==> src/sv/dms_pkg.sv <==
// ----------------------------------------------------------------------------
// dms_pkg
// Shared types, codes and reset constants of the dispense motor sequencer.
// ----------------------------------------------------------------------------
`default_nettype none

package dms_pkg;

  // status word period in ticks
  localparam int unsigned STATUS_PERIOD_DEF = 200;

  // field widths
  localparam int unsigned ID_W      = 11;
  localparam int unsigned BYTE_W    = 8;
  localparam int unsigned MINRUN_W  = 12;
  localparam int unsigned TMO_W     = 13;
  localparam int unsigned SETTLE_W  = 7;
  localparam int unsigned HOLD_W    = 12;
  localparam int unsigned CHECK_W   = 8;
  localparam int unsigned RUN_W     = 14;
  localparam int unsigned DONE_W    = 8;
  localparam int unsigned BTNCNT_W  = 12;
  localparam int unsigned TDIV_W    = 8;
  localparam int unsigned CFG_IDX_W = 3;
  localparam int unsigned CFG_DAT_W = 13;
  localparam int unsigned S_DATA_W  = 24;
  localparam int unsigned M_DATA_W  = 16;

  // register reset values
  localparam logic [ID_W-1:0]     BASE_ID_RST   = 11'd288;
  localparam logic [MINRUN_W-1:0] MIN_RUN_RST   = 12'd1000;
  localparam logic [TMO_W-1:0]    TIMEOUT_RST   = 13'd5000;
  localparam logic [SETTLE_W-1:0] SETTLE_RST    = 7'd100;
  localparam logic [HOLD_W-1:0]   HOLD_RST      = 12'd1000;
  localparam logic [CHECK_W-1:0]  CHECK_CNT_RST = 8'd10;
  localparam logic [RUN_W-1:0]    RUN_TMR_RST   = 14'd50;

  typedef enum logic [CFG_IDX_W-1:0] {
    CFG_BOARD    = 3'd0,
    CFG_CHANNEL  = 3'd1,
    CFG_BASE_ID  = 3'd2,
    CFG_MIN_RUN  = 3'd3,
    CFG_TIMEOUT  = 3'd4,
    CFG_SETTLE   = 3'd5,
    CFG_HOLD     = 3'd6
  } cfg_idx_e;

  typedef enum logic [1:0] {
    PH_IDLE     = 2'd0,
    PH_PRECHECK = 2'd1,
    PH_RUN      = 2'd2,
    PH_CONFIRM  = 2'd3
  } phase_e;

  typedef enum logic [2:0] {
    ERR_NONE     = 3'd0,
    ERR_BUSY     = 3'd1,
    ERR_CUP      = 3'd2,
    ERR_FAIL     = 3'd3,
    ERR_TIMEOUT  = 3'd4
  } err_e;

  typedef enum logic [1:0] {
    BTN_RELEASED = 2'd0,
    BTN_COUNTING = 2'd1,
    BTN_LATCHED  = 2'd2
  } btn_e;

  typedef enum logic {
    OP_TICK  = 1'b0,
    OP_FRAME = 1'b1
  } op_e;

  typedef struct packed {
    logic [1:0]          board;
    logic                channel;
    logic [ID_W-1:0]     base_id;
    logic [MINRUN_W-1:0] min_run;
    logic [TMO_W-1:0]    timeout;
    logic [SETTLE_W-1:0] settle;
    logic [HOLD_W-1:0]   hold;
  } cfg_t;

  typedef struct packed {
    op_e               opcode;
    logic [ID_W-1:0]   frame_id;
    logic [BYTE_W-1:0] first_byte;
    logic              cup_sensor_low;
    logic              rotate_limit;
    logic              button_pressed;
  } item_t;

  typedef struct packed {
    phase_e                   phase;
    logic signed [CHECK_W-1:0] check_cnt;
    logic signed [RUN_W-1:0]  run_tmr;
    err_e                     err;
    logic [DONE_W-1:0]        done_cnt;
    logic                     motor;
    btn_e                     btn;
    logic [BTNCNT_W-1:0]      btn_cnt;
    logic [TDIV_W-1:0]        tick_div;
    logic                     cup;
  } state_t;

  typedef struct packed {
    logic              status_due;
    logic              cup_present;
    logic              motor_on;
    logic [DONE_W-1:0] completion_count;
    err_e              last_error;
    phase_e            phase;
  } result_t;

endpackage

`default_nettype wire

==> src/sv/dms_cfg.sv <==
// ----------------------------------------------------------------------------
// dms_cfg
// Configuration register file, written through a plain write port.
// ----------------------------------------------------------------------------
`default_nettype none

module dms_cfg
  import dms_pkg::*;
(
  input  wire logic                 clk_i,
  input  wire logic                 rst_ni,
  input  wire logic                 cfg_we_i,
  input  wire logic [CFG_IDX_W-1:0] cfg_idx_i,
  input  wire logic [CFG_DAT_W-1:0] cfg_data_i,
  output cfg_t                      cfg_o
);

  cfg_t cfg_q;

  // register writes, unknown indexes are dropped
  always_ff @(posedge clk_i or negedge rst_ni) begin
    if (!rst_ni) begin
      cfg_q.board   <= '0;
      cfg_q.channel <= 1'b0;
      cfg_q.base_id <= BASE_ID_RST;
      cfg_q.min_run <= MIN_RUN_RST;
      cfg_q.timeout <= TIMEOUT_RST;
      cfg_q.settle  <= SETTLE_RST;
      cfg_q.hold    <= HOLD_RST;
    end else if (cfg_we_i) begin
      unique case (cfg_idx_i)
        CFG_BOARD:   cfg_q.board   <= cfg_data_i[1:0];
        CFG_CHANNEL: cfg_q.channel <= cfg_data_i[0];
        CFG_BASE_ID: cfg_q.base_id <= cfg_data_i[ID_W-1:0];
        CFG_MIN_RUN: cfg_q.min_run <= cfg_data_i[MINRUN_W-1:0];
        CFG_TIMEOUT: cfg_q.timeout <= cfg_data_i[TMO_W-1:0];
        CFG_SETTLE:  cfg_q.settle  <= cfg_data_i[SETTLE_W-1:0];
        CFG_HOLD:    cfg_q.hold    <= cfg_data_i[HOLD_W-1:0];
        default:     cfg_q         <= cfg_q;
      endcase
    end
  end

  assign cfg_o = cfg_q;

endmodule

`default_nettype wire

==> src/sv/dms_step.sv <==
// ----------------------------------------------------------------------------
// dms_step
// Next-state and result logic for one tick or frame item.
// ----------------------------------------------------------------------------
`default_nettype none

module dms_step
  import dms_pkg::*;
#(
  parameter int unsigned STATUS_PERIOD = STATUS_PERIOD_DEF
) (
  input  wire cfg_t    cfg_i,
  input  wire item_t   item_i,
  input  wire state_t  state_i,
  output state_t  state_o,
  output result_t result_o
);

  localparam logic signed [CHECK_W-1:0] CHECK_MIN = {1'b1, {(CHECK_W-1){1'b0}}};
  localparam logic signed [RUN_W-1:0]   RUN_MIN   = {1'b1, {(RUN_W-1){1'b0}}};
  localparam logic [TDIV_W-1:0]         PERIOD    = TDIV_W'(STATUS_PERIOD);

  logic [ID_W:0]             want_id;
  logic                      cmd_hit;
  logic [BTNCNT_W-1:0]       btn_inc;
  logic signed [CHECK_W-1:0] check_dec;
  logic signed [RUN_W-1:0]   run_dec;
  logic signed [RUN_W:0]     run_ext;
  logic signed [RUN_W:0]     tmo_neg;
  logic [TDIV_W-1:0]         tdiv_inc;
  logic                      due;
  state_t                    s;

  // command identifier, compared without wrap
  assign want_id = {1'b0, cfg_i.base_id} + {{(ID_W-2){1'b0}}, cfg_i.board, 1'b0}
                 + {{ID_W{1'b0}}, cfg_i.channel};
  assign cmd_hit = ({1'b0, item_i.frame_id} == want_id) && (item_i.first_byte == '0);

  always_comb begin
    s         = state_i;
    due       = 1'b0;
    btn_inc   = '0;
    check_dec = '0;
    run_dec   = '0;
    run_ext   = '0;
    tmo_neg   = '0;
    tdiv_inc  = '0;

    if (item_i.opcode == OP_FRAME) begin
      // dispense command frame
      if (cmd_hit) begin
        if (s.phase == PH_IDLE) begin
          s.check_cnt = $signed({1'b0, cfg_i.settle});
          s.run_tmr   = $signed({2'b00, cfg_i.min_run});
          s.phase     = PH_PRECHECK;
        end else begin
          s.err      = ERR_BUSY;
          s.done_cnt = s.done_cnt + 1'b1;
        end
      end
    end else begin
      // manual button long press
      if (item_i.button_pressed) begin
        if (s.btn == BTN_COUNTING) begin
          btn_inc   = (s.btn_cnt != '1) ? s.btn_cnt + 1'b1 : s.btn_cnt;
          s.btn_cnt = btn_inc;
          if (btn_inc >= cfg_i.hold) begin
            s.btn     = BTN_LATCHED;
            s.run_tmr = $signed({2'b00, cfg_i.min_run});
            s.phase   = PH_PRECHECK;
          end
        end
        if (s.btn == BTN_RELEASED) begin
          s.btn = BTN_COUNTING;
        end
      end else begin
        s.btn     = BTN_RELEASED;
        s.btn_cnt = '0;
      end

      // cup sense
      s.cup = ~item_i.cup_sensor_low;

      // saturating down counts
      check_dec = (s.check_cnt != CHECK_MIN) ? s.check_cnt - 1'b1 : s.check_cnt;
      run_dec   = (s.run_tmr != RUN_MIN) ? s.run_tmr - 1'b1 : s.run_tmr;
      run_ext   = {run_dec[RUN_W-1], run_dec};
      tmo_neg   = $signed((RUN_W+1)'(0) - {2'b00, cfg_i.timeout});

      // dispense phases
      unique case (s.phase)
        PH_PRECHECK: begin
          s.check_cnt = check_dec;
          if (check_dec[CHECK_W-1]) begin
            s.phase = PH_RUN;
          end else if (!item_i.cup_sensor_low) begin
            s.err      = ERR_CUP;
            s.done_cnt = s.done_cnt + 1'b1;
            s.phase    = PH_IDLE;
          end
        end
        PH_RUN: begin
          s.motor   = 1'b1;
          s.run_tmr = run_dec;
          if (run_dec[RUN_W-1]) begin
            if (!item_i.rotate_limit) begin
              s.motor     = 1'b0;
              s.check_cnt = $signed({1'b0, cfg_i.settle});
              s.phase     = PH_CONFIRM;
            end else if (run_ext < tmo_neg) begin
              s.motor    = 1'b0;
              s.err      = ERR_TIMEOUT;
              s.done_cnt = s.done_cnt + 1'b1;
              s.phase    = PH_IDLE;
            end
          end
        end
        PH_CONFIRM: begin
          s.check_cnt = check_dec;
          if (check_dec[CHECK_W-1]) begin
            s.err      = ERR_NONE;
            s.done_cnt = s.done_cnt + 1'b1;
            s.phase    = PH_IDLE;
          end else if (item_i.cup_sensor_low) begin
            s.err      = ERR_FAIL;
            s.done_cnt = s.done_cnt + 1'b1;
            s.phase    = PH_IDLE;
          end
        end
        default: begin
          s.phase = PH_IDLE;
        end
      endcase

      // status period
      tdiv_inc = s.tick_div + 1'b1;
      if (tdiv_inc >= PERIOD) begin
        s.tick_div = '0;
        due        = 1'b1;
      end else begin
        s.tick_div = tdiv_inc;
      end
    end
  end

  assign state_o = s;

  // result word
  assign result_o.phase            = s.phase;
  assign result_o.last_error       = s.err;
  assign result_o.completion_count = s.done_cnt;
  assign result_o.motor_on         = s.motor;
  assign result_o.cup_present      = s.cup;
  assign result_o.status_due       = due;

endmodule

`default_nettype wire

==> src/sv/dispense_motor_sequencer_core.sv <==
// ----------------------------------------------------------------------------
// dispense_motor_sequencer_core
// One dispense channel: button qualify, cup checks, motor run and status tick.
// ----------------------------------------------------------------------------
//  channel   dir  payload
//  s_axis    in   tuser: opcode; tdata: frame_id, first_byte, sensors, button
//  m_axis    out  tdata: phase, last_error, completion_count, motor, cup, due
//  cfg       in   write enable, register index, write data
//
//  An item is held in the input register, then the step logic updates the
//  channel state and loads the result register.
//  One item per cycle is sustained while m_axis_tready is high; the result register decouples the sides.
//  m_axis_tready low holds the result and back-pressures only once both
//  registers are full. Reset clears the channel state, config registers and valid flags; no clearing pass is needed.
// ----------------------------------------------------------------------------
`default_nettype none

module dispense_motor_sequencer_core
  import dms_pkg::*;
#(
  parameter int unsigned STATUS_PERIOD = STATUS_PERIOD_DEF
) (
  input  wire logic                 clk_i,
  input  wire logic                 rst_ni,
  input  wire logic                 s_axis_tvalid,
  output logic                      s_axis_tready,
  // frame_id[10:0], first_byte[18:11], cup_sensor_low[19], rotate_limit[20],
  // button_pressed[21], zero[23:22]
  input  wire logic [S_DATA_W-1:0]  s_axis_tdata,
  // opcode[0]
  input  wire logic                 s_axis_tuser,
  output logic                      m_axis_tvalid,
  input  wire logic                 m_axis_tready,
  // phase[1:0], last_error[4:2], completion_count[12:5], motor_on[13],
  // cup_present[14], status_due[15]
  output logic [M_DATA_W-1:0]       m_axis_tdata,
  input  wire logic                 cfg_we_i,
  input  wire logic [CFG_IDX_W-1:0] cfg_idx_i,
  input  wire logic [CFG_DAT_W-1:0] cfg_data_i
);

  cfg_t    cfg;
  item_t   in_q;
  logic    in_vld_q;
  result_t out_q;
  logic    out_vld_q;
  state_t  state_q;
  state_t  state_d;
  result_t res_d;
  logic    advance;

  dms_cfg u_cfg (
    .clk_i      (clk_i),
    .rst_ni     (rst_ni),
    .cfg_we_i   (cfg_we_i),
    .cfg_idx_i  (cfg_idx_i),
    .cfg_data_i (cfg_data_i),
    .cfg_o      (cfg)
  );

  dms_step #(
    .STATUS_PERIOD (STATUS_PERIOD)
  ) u_step (
    .cfg_i    (cfg),
    .item_i   (in_q),
    .state_i  (state_q),
    .state_o  (state_d),
    .result_o (res_d)
  );

  // handshake
  assign advance       = in_vld_q && (!out_vld_q || m_axis_tready);
  assign s_axis_tready = !in_vld_q || advance;

  // input register
  always_ff @(posedge clk_i or negedge rst_ni) begin
    if (!rst_ni) begin
      in_vld_q <= 1'b0;
    end else if (s_axis_tready) begin
      in_vld_q <= s_axis_tvalid;
    end
  end

  always_ff @(posedge clk_i) begin
    if (s_axis_tready && s_axis_tvalid) begin
      in_q.opcode         <= op_e'(s_axis_tuser);
      in_q.frame_id       <= s_axis_tdata[10:0];
      in_q.first_byte     <= s_axis_tdata[18:11];
      in_q.cup_sensor_low <= s_axis_tdata[19];
      in_q.rotate_limit   <= s_axis_tdata[20];
      in_q.button_pressed <= s_axis_tdata[21];
    end
  end

  // channel state
  always_ff @(posedge clk_i or negedge rst_ni) begin
    if (!rst_ni) begin
      state_q.phase     <= PH_IDLE;
      state_q.check_cnt <= $signed(CHECK_CNT_RST);
      state_q.run_tmr   <= $signed(RUN_TMR_RST);
      state_q.err       <= ERR_NONE;
      state_q.done_cnt  <= '0;
      state_q.motor     <= 1'b0;
      state_q.btn       <= BTN_RELEASED;
      state_q.btn_cnt   <= '0;
      state_q.tick_div  <= '0;
      state_q.cup       <= 1'b0;
    end else if (advance) begin
      state_q <= state_d;
    end
  end

  // result register
  always_ff @(posedge clk_i or negedge rst_ni) begin
    if (!rst_ni) begin
      out_vld_q <= 1'b0;
    end else if (advance) begin
      out_vld_q <= 1'b1;
    end else if (m_axis_tready) begin
      out_vld_q <= 1'b0;
    end
  end

  always_ff @(posedge clk_i) begin
    if (advance) begin
      out_q <= res_d;
    end
  end

  assign m_axis_tvalid = out_vld_q;
  assign m_axis_tdata  = out_q;

  // checks
  a_tdiv_range: assert property (@(posedge clk_i) disable iff (!rst_ni)
    state_q.tick_div < TDIV_W'(STATUS_PERIOD))
    else $error("tick divider out of range");

  a_err_range: assert property (@(posedge clk_i) disable iff (!rst_ni)
    state_q.err == ERR_NONE || state_q.err == ERR_BUSY || state_q.err == ERR_CUP ||
    state_q.err == ERR_FAIL || state_q.err == ERR_TIMEOUT)
    else $error("error code out of range");

  a_state_hold: assert property (@(posedge clk_i) disable iff (!rst_ni)
    !advance |=> $stable(state_q))
    else $error("state changed without an item");

  a_stall_full: assert property (@(posedge clk_i) disable iff (!rst_ni)
    !s_axis_tready |-> in_vld_q && out_vld_q)
    else $error("input stalled with a free register");

  a_frame_no_due: assert property (@(posedge clk_i) disable iff (!rst_ni)
    advance && in_q.opcode == OP_FRAME |=> !m_axis_tdata[15])
    else $error("status due raised on a frame");

endmodule

`default_nettype wire

==> config.mk <==
export PLATFORM = sky130hd
export DESIGN_NAME = dispense_motor_sequencer_core
export DESIGN_NICKNAME = d
export VERILOG_FILES = /design/src/sv/dms_pkg.sv /design/src/sv/dms_cfg.sv /design/src/sv/dms_step.sv /design/src/sv/dispense_motor_sequencer_core.sv
export SDC_FILE = /design/constraint.sdc
export NUM_CORES = 1
export LEC_CHECK = 0
export ABC_AREA = 1
export BUFFER_PORTS_ARGS = -buffer_cell sky130_fd_sc_hd__buf_4
export CAP_MARGIN = 10
export CORE_ASPECT_RATIO = 2
export CORE_MARGIN = 5
export CORE_UTILIZATION = 35
export CTS_CLUSTER_DIAMETER = 40
export DETAILED_ROUTE_END_ITERATION = 12
export PLACE_DENSITY = 0.61
export SLEW_MARGIN = 30
export SYNTH_ARGS = -nofsm -noshare
export SYNTH_HDL_FRONTEND = slang
export SYNTH_SLANG_ARGS = --single-unit
==> constraint.sdc <==
create_clock -name clk_i -period 8.2 [get_ports clk_i]
set_clock_uncertainty 0.15 [all_clocks]
set_input_delay 0.82 -clock clk_i [delete_from_list [all_inputs] [get_ports clk_i]]
set_output_delay 0.82 -clock clk_i [all_outputs]
set_load 0.01 [all_outputs]
==> reports/results.txt, run 1 <==
cell taking the most area after synthesis: dfrtp_1
max frequency: 134.7 MHz
overall routing resource usage: 15.13%
pin count of the biggest net entering global routing: 49
via total after detailed routing: 7983
register area share after synthesis: 44.53%
CP most frequent cell: nand2_1
Overflow after GRT: 0
Worst Setup SP: state_q[10]
antenna violations before repair: 0
pre-CTS setup slack: 0.6266 ns
max incr delay on CP: 0.65 ns
status: finished, final reports clean
overall die width: 125.8 um
Slew Viols, Final: 0
predominant post-synthesis flop cell: dfrtp_1
CP endpoint: m_axis_tdata[2]
reg2reg start: state_q[10]
first-pass GRT wire length: 38.06 mm
Arr. time, crit path: 7.46 ns
reg-to-reg slack, setup: 0.77 ns
sequential cell area: 4183 um2
number of setup buffers added after CTS: 0
Synth cell types: 54
Synth Net Count: 1252
H-tree depth: 4
Max-Cap Viols: 0
Area after DPL: 10210 um2
synth top area cells: dfrtp_1 (25%), edfxtp_1 (12%), nand2_1 (10%)
Mapped Cells: 1171
worst r2r dst: m_axis_tdata[2]
Worst-Margin Slew: 0.9386 ns
Synth Area in XOR/XNOR: 4.289%
RSZ-0062 raised after global routing: false
Initial Util: 35.19%
area delta synth->final: 15.17%
Die Y: 241.7 um
Antenna Nets Post-Route: 0
Worst-path clk slew: 0.07 ns
core region area: 26690 um2
Power Density: 271.8 nW/um2
largest family of logic cells by synthesized area: simple AND/OR/NAND/NOR gates
Tmin final: 7.425 ns
Setup Viol. Count Final: 0
Final Hold Viols: 0
Post-synth EDFFs: 39
drc violations: 0
Data required, critical path: 8.24 ns
DR vias/cell: 5.040
Hold Buf Count CTS: 0
Synth Cell Area: 9394 um2
ant diodes: 0
Worst-Skew Late Latency: 0.44 ns
Root Buffer: clkbuf_16
simple logic cell fraction of the synthesized area: 23.81%
die area: 30420 um2
post-cts repair resize count: 0
period utilization: 90.55%
Cell Count, Final, Fillers Out: 1584
#FFs+latches synth: 158
layout cells sized above 1: 15.29%
Synth Area in Compound Gates: 14.24%
initial DRC count: 621
FF-to-FF path depth: 44
PortBufs: 61
worst setup path category: reg -> reg
syn avg cell area: 8.022 um2
multi-input combinational cell area: 4444 um2
CP max-delay cell: a2111oi_1
Worst Hold Class: in -> async
Row Count: 85
Fin Setup TNS: 0 ns
CTS Buffer Depth: 2
worst-path maximum fanout: 14
count leader, synth: nand2_1
Slew headroom: 37.20%
post-detail-place hpwl: 16.42 mm
io pins: 64
routed len/inst: 14.45 um
# placed instances: 1552
total wire length: 22.89 mm
CTS Buf Count: 17
fill cell count: 2664
number of global-route vias before repair: 7835
Post-Synth Adder-Cell Area: 4.742%
Initial DRT Pass Iterations: 5
CTS tree: done
Final Cell Area: 10820 um2
Ys Warns: 0
routability cong.: 0.8608
nets: 1304
setup ws final: 0.7746 ns
mux cell area share after synthesis: 0.1199%
ys async rst share: 75.32%
synth cell count leaders: nand2_1 (258), inv_1 (154), o21ai_0 (112)
VDD IR max: 0.0001704 V
post-synth top area share: 24.51%
CP Capture Type: register
Worst setup SP type: register
Lkg Pwr: 5.041 nW
final design utilization: 40.53%
Sink Count: 158
metrics by stage:
stage / total power [mW] / hold WS [ns]
2_1_floorplan: 1.857 / 0.2927
3_3_place_gp: 2.094 / 0.3099
3_5_place_dp: 2.136 / 0.3257
4_1_cts: 2.964 / 0.2418
5_1_grt: 3.160 / 0.2704
6_report: 2.940 / 0.2240
placed cells by master (no fill, tap or decap), types with 3 or more instances in the layout:
master,netlist,layout
a22oi_1,6,6
o22ai_1,12,12
inv_2,6,7
or2_2,4,4
nand3b_1,3,3
nor3_1,24,24
nand2_2,28,28
buf_4,0,68
xnor2_1,7,7
xor2_1,39,39
inv_8,0,4
dfstp_2,27,27
a32oi_1,4,4
nand4_1,19,19
o21ai_0,112,112
ha_1,34,34
a2bb2oi_1,12,12
inv_1,154,153
inv_6,0,6
dfrtp_1,92,92
nand2_1,258,258
nor2_1,66,66
a21oi_1,51,51
o21ai_1,13,13
a211oi_1,4,4
clkbuf_16,0,19
nand3_1,65,65
nor2_2,9,9
a31oi_1,14,14
edfxtp_1,39,39
nor4_1,5,5
layout make-up:
class / instances / area share (%)
multi-input combinational: 815 / 41.08
clock inverter: 13 / 1.249
tap: 348 / 4.025
timing repair buffer: 69 / 4.973
clock buffer: 19 / 4.395
sequential: 158 / 38.66
inverter: 162 / 5.620
layer usage:
layer	global-route usage, %	vias to the layer above	wire length (um)
met5	0	-	0
met4	4.801	0	401
met3	2.186	30	844
met2	25.99	196	11270
met1	19.59	3764	10370
li1	-	3993	-
logic make-up (layout without fill, tap and decap cells):
family / count (synthesis) / count (layout)
compound gates: 236 / 236
simple gates: 497 / 497
fa+ha+maj: 35 / 35
xor+xnor: 46 / 46
buf+inv: 198 / 263
flops: 158 / 158
mux: 1 / 1
worst max-delay path: cells and delay by family, from the launching register on:
family | cells | cell delay [ns]
compound gates | 6 | 1.51
fa+ha+maj | 3 | 0.73
buf+inv | 8 | 0.60
flops | 1 | 0.37
simple gates | 27 | 3.79
registers in the layout, summed over array words and instances (netlist names):
signal         count
in_q              23
m_axis_tdata      16
in_vld_q           1
u_cfg.cfg_o       58
m_axis_tvalid      1
state_q           59
worst min-delay path by stage:
stage | cells after the start | slack, ns | startpoint | endpoint
3_5_place_dp | 2 | 0.33 | state_q[0] | state_q[0]
3_3_place_gp | 2 | 0.31 | state_q[34] | state_q[34]
2_1_floorplan | 2 | 0.29 | state_q[34] | state_q[34]
6_report | 1 | 0.22 | rst_ni | state_q[5]
5_1_grt | 1 | 0.27 | rst_ni | state_q[5]
4_1_cts | 1 | 0.24 | rst_ni | state_q[5]
power by group:
| part | switching, mW | internal, mW |
|---|---|---|
| sequential | 0.125 | 1.00 |
| combinational | 0.624 | 0.371 |
| clock | 0.372 | 0.442 |
Power figures use the tool's default switching activity.
==> run 2, diff against run 1 <==
==> constraint.sdc (replaced) <==
create_clock -name clk_i -period 8.5 [get_ports clk_i]
set_clock_uncertainty 0.15 [all_clocks]
set_input_delay 0.425 -clock clk_i [delete_from_list [all_inputs] [get_ports clk_i]]
set_output_delay 0.425 -clock clk_i [all_outputs]
set_load 0.01 [all_outputs]
==> reports/results.txt, run 2 (synthesized netlist as in run 1, its figures left out) <==
Seq pwr share: 38.3%
CP most frequent cell: nand2_1
CTS Buf Count: 17
DR vias/cell: 5.019
overall die width: 125.8 um
H-tree depth: 4
antenna violations before repair: 0
layout cells sized above 1: 14.96%
max incr delay on CP: 0.75 ns
number of setup buffers added after CTS: 0
die area: 30420 um2
Worst-path clk slew: 0.08 ns
io pins: 64
Max-Cap Viols: 0
Overflow after GRT: 0
Antenna Nets Post-Route: 0
Worst-Skew Late Latency: 0.44 ns
Final Cell Area: 11020 um2
Fin Setup TNS: 0 ns
Data required, critical path: 8.54 ns
Lkg Pwr: 5.120 nW
Root Buffer: clkbuf_16
drc violations: 0
Tmin final: 7.500 ns
net switching power: 1.077 mW
routability cong.: 0.8586
Initial DRT Pass Iterations: 7
routed len/inst: 14.35 um
commonest non-fill, non-tap cells in the layout: nand2_1 (258), inv_1 (153), o21ai_0 (112)
Final Hold Viols: 0
Comb pwr share: 33.9%
Row Count: 85
register name with the most flops: state_q
CP Capture Type: register
period utilization: 88.23%
Arr. time, crit path: 7.54 ns
overall routing resource usage: 15.36%
Sink Count: 158
Setup Viol. Count Final: 0
first-pass GRT wire length: 38.78 mm
Worst-Margin Slew: 0.9502 ns
status: finished, final reports clean
post-detail-place hpwl: 16.40 mm
clock power share: 27.7%
RSZ-0062 raised after global routing: false
Hold Buf Count CTS: 22
Slew headroom: 36.42%
Worst Hold Class: in -> reg
worst setup path category: reg -> reg
number of global-route vias before repair: 7965
VDD IR max: 0.0001518 V
fill cell count: 2564
via total after detailed routing: 8055
post-cts repair resize count: 0
CTS tree: done
Die Y: 241.7 um
total wire length: 23.04 mm
Int Pwr: 1.771 mW
sw frac: 37.82%
core region area: 26690 um2
Slew Viols, Final: 0
Power Density: 258.5 nW/um2
most common cell after layout, fill and taps aside: nand2_1
PortBufs: 61
nets: 1325
area delta synth->final: 17.27%
Initial Util: 35.19%
initial DRC count: 582
worst-path maximum fanout: 14
pin count of the biggest net entering global routing: 82
CTS Buffer Depth: 2
Worst setup SP type: register
max frequency: 133.3 MHz
Area after DPL: 10180 um2
ant diodes: 0
Largest register FFs: 59
CP max-delay cell: a2111oi_0
==> run 2: changes by cell type in the layout (fill, tap and decap cells not counted), moves of 2 or more <==
cell,delta
dlygate4sd3_1,+22
inv_6,-4
clkinv_4,+2
inv_8,+2
==> run 2: final timing paths <==
path | start | endpoint | slack (ns) | cells past startpoint
worst max-delay path | state_q[10] | m_axis_tdata[2] | 1.00 | 44
min in group asynchronous | rst_ni | state_q[5] | 0.37 | 2
worst min-delay path | s_axis_tuser | in_q[22] | 0.02 | 1
worst max register to register | state_q[10] | m_axis_tdata[2] | 1.00 | 44
max in group asynchronous | rst_ni | state_q[49] | 6.70 | 3
worst min register to register | state_q[34] | state_q[34] | 0.33 | 2
==> run 2: area by class of cell <==
cell class | count | area (um2) | area share (%)
clock buffer | 18 | 450.4 | 4.089
clock inverter | 14 | 162.7 | 1.476
inverter | 162 | 608.1 | 5.520
multi-input combinational | 815 | 4443 | 40.33
sequential | 158 | 4183 | 37.97
tap | 348 | 435.4 | 3.952
timing repair buffer | 90 | 734.5 | 6.667
==> run 2: routing by layer <==
metal  GRT usage (%)  vias up  wire, um
met5               0        -         0
met3           2.628       22       925
li1                -     4027         -
met4           4.801        0       330
met2           25.74      195     11410
met1           20.22     3811     10370
==> run 2: power by group through the flow <==
stage               registers (mW)  clock network, mW  logic, mW
finish                        1.09              0.790      0.966
floorplan                     1.07                  0      0.717
CTS                           1.09              0.810      0.968
detailed placement            1.10                  0      0.954
global route                  1.11              0.845       1.11
global placement              1.10                  0      0.922
==> run 2: per-stage QoR <==
step | hold WS (ns) | utilization [%] | total power, mW | cells | worst slack, ns
6_report | 0.02429 | 41.27 | 2.848 | 1605 | 1.000
5_1_grt | 0.0007773 | 41.27 | 3.072 | 1605 | 0.1430
4_1_cts | 0.0002312 | 41.27 | 2.869 | 1605 | 1.070
3_5_place_dp | 0.3135 | 38.15 | 2.058 | 1551 | 1.126
3_3_place_gp | 0.3097 | 38.10 | 2.020 | 1551 | 1.211
2_1_floorplan | -0.02059 | - | 1.791 | 1171 | 2.524
==> run 2: worst max-delay path: cells and delay by family, from the launching register on <==
family                   cells  cell delay [ns]
AND/OR/NAND/NOR             27             3.80
AO/OA/AOI/OAI                6             1.60
adder cells (fa/ha/maj)      3             0.73
buffers and inverters        8             0.59
flip-flops                   1             0.38
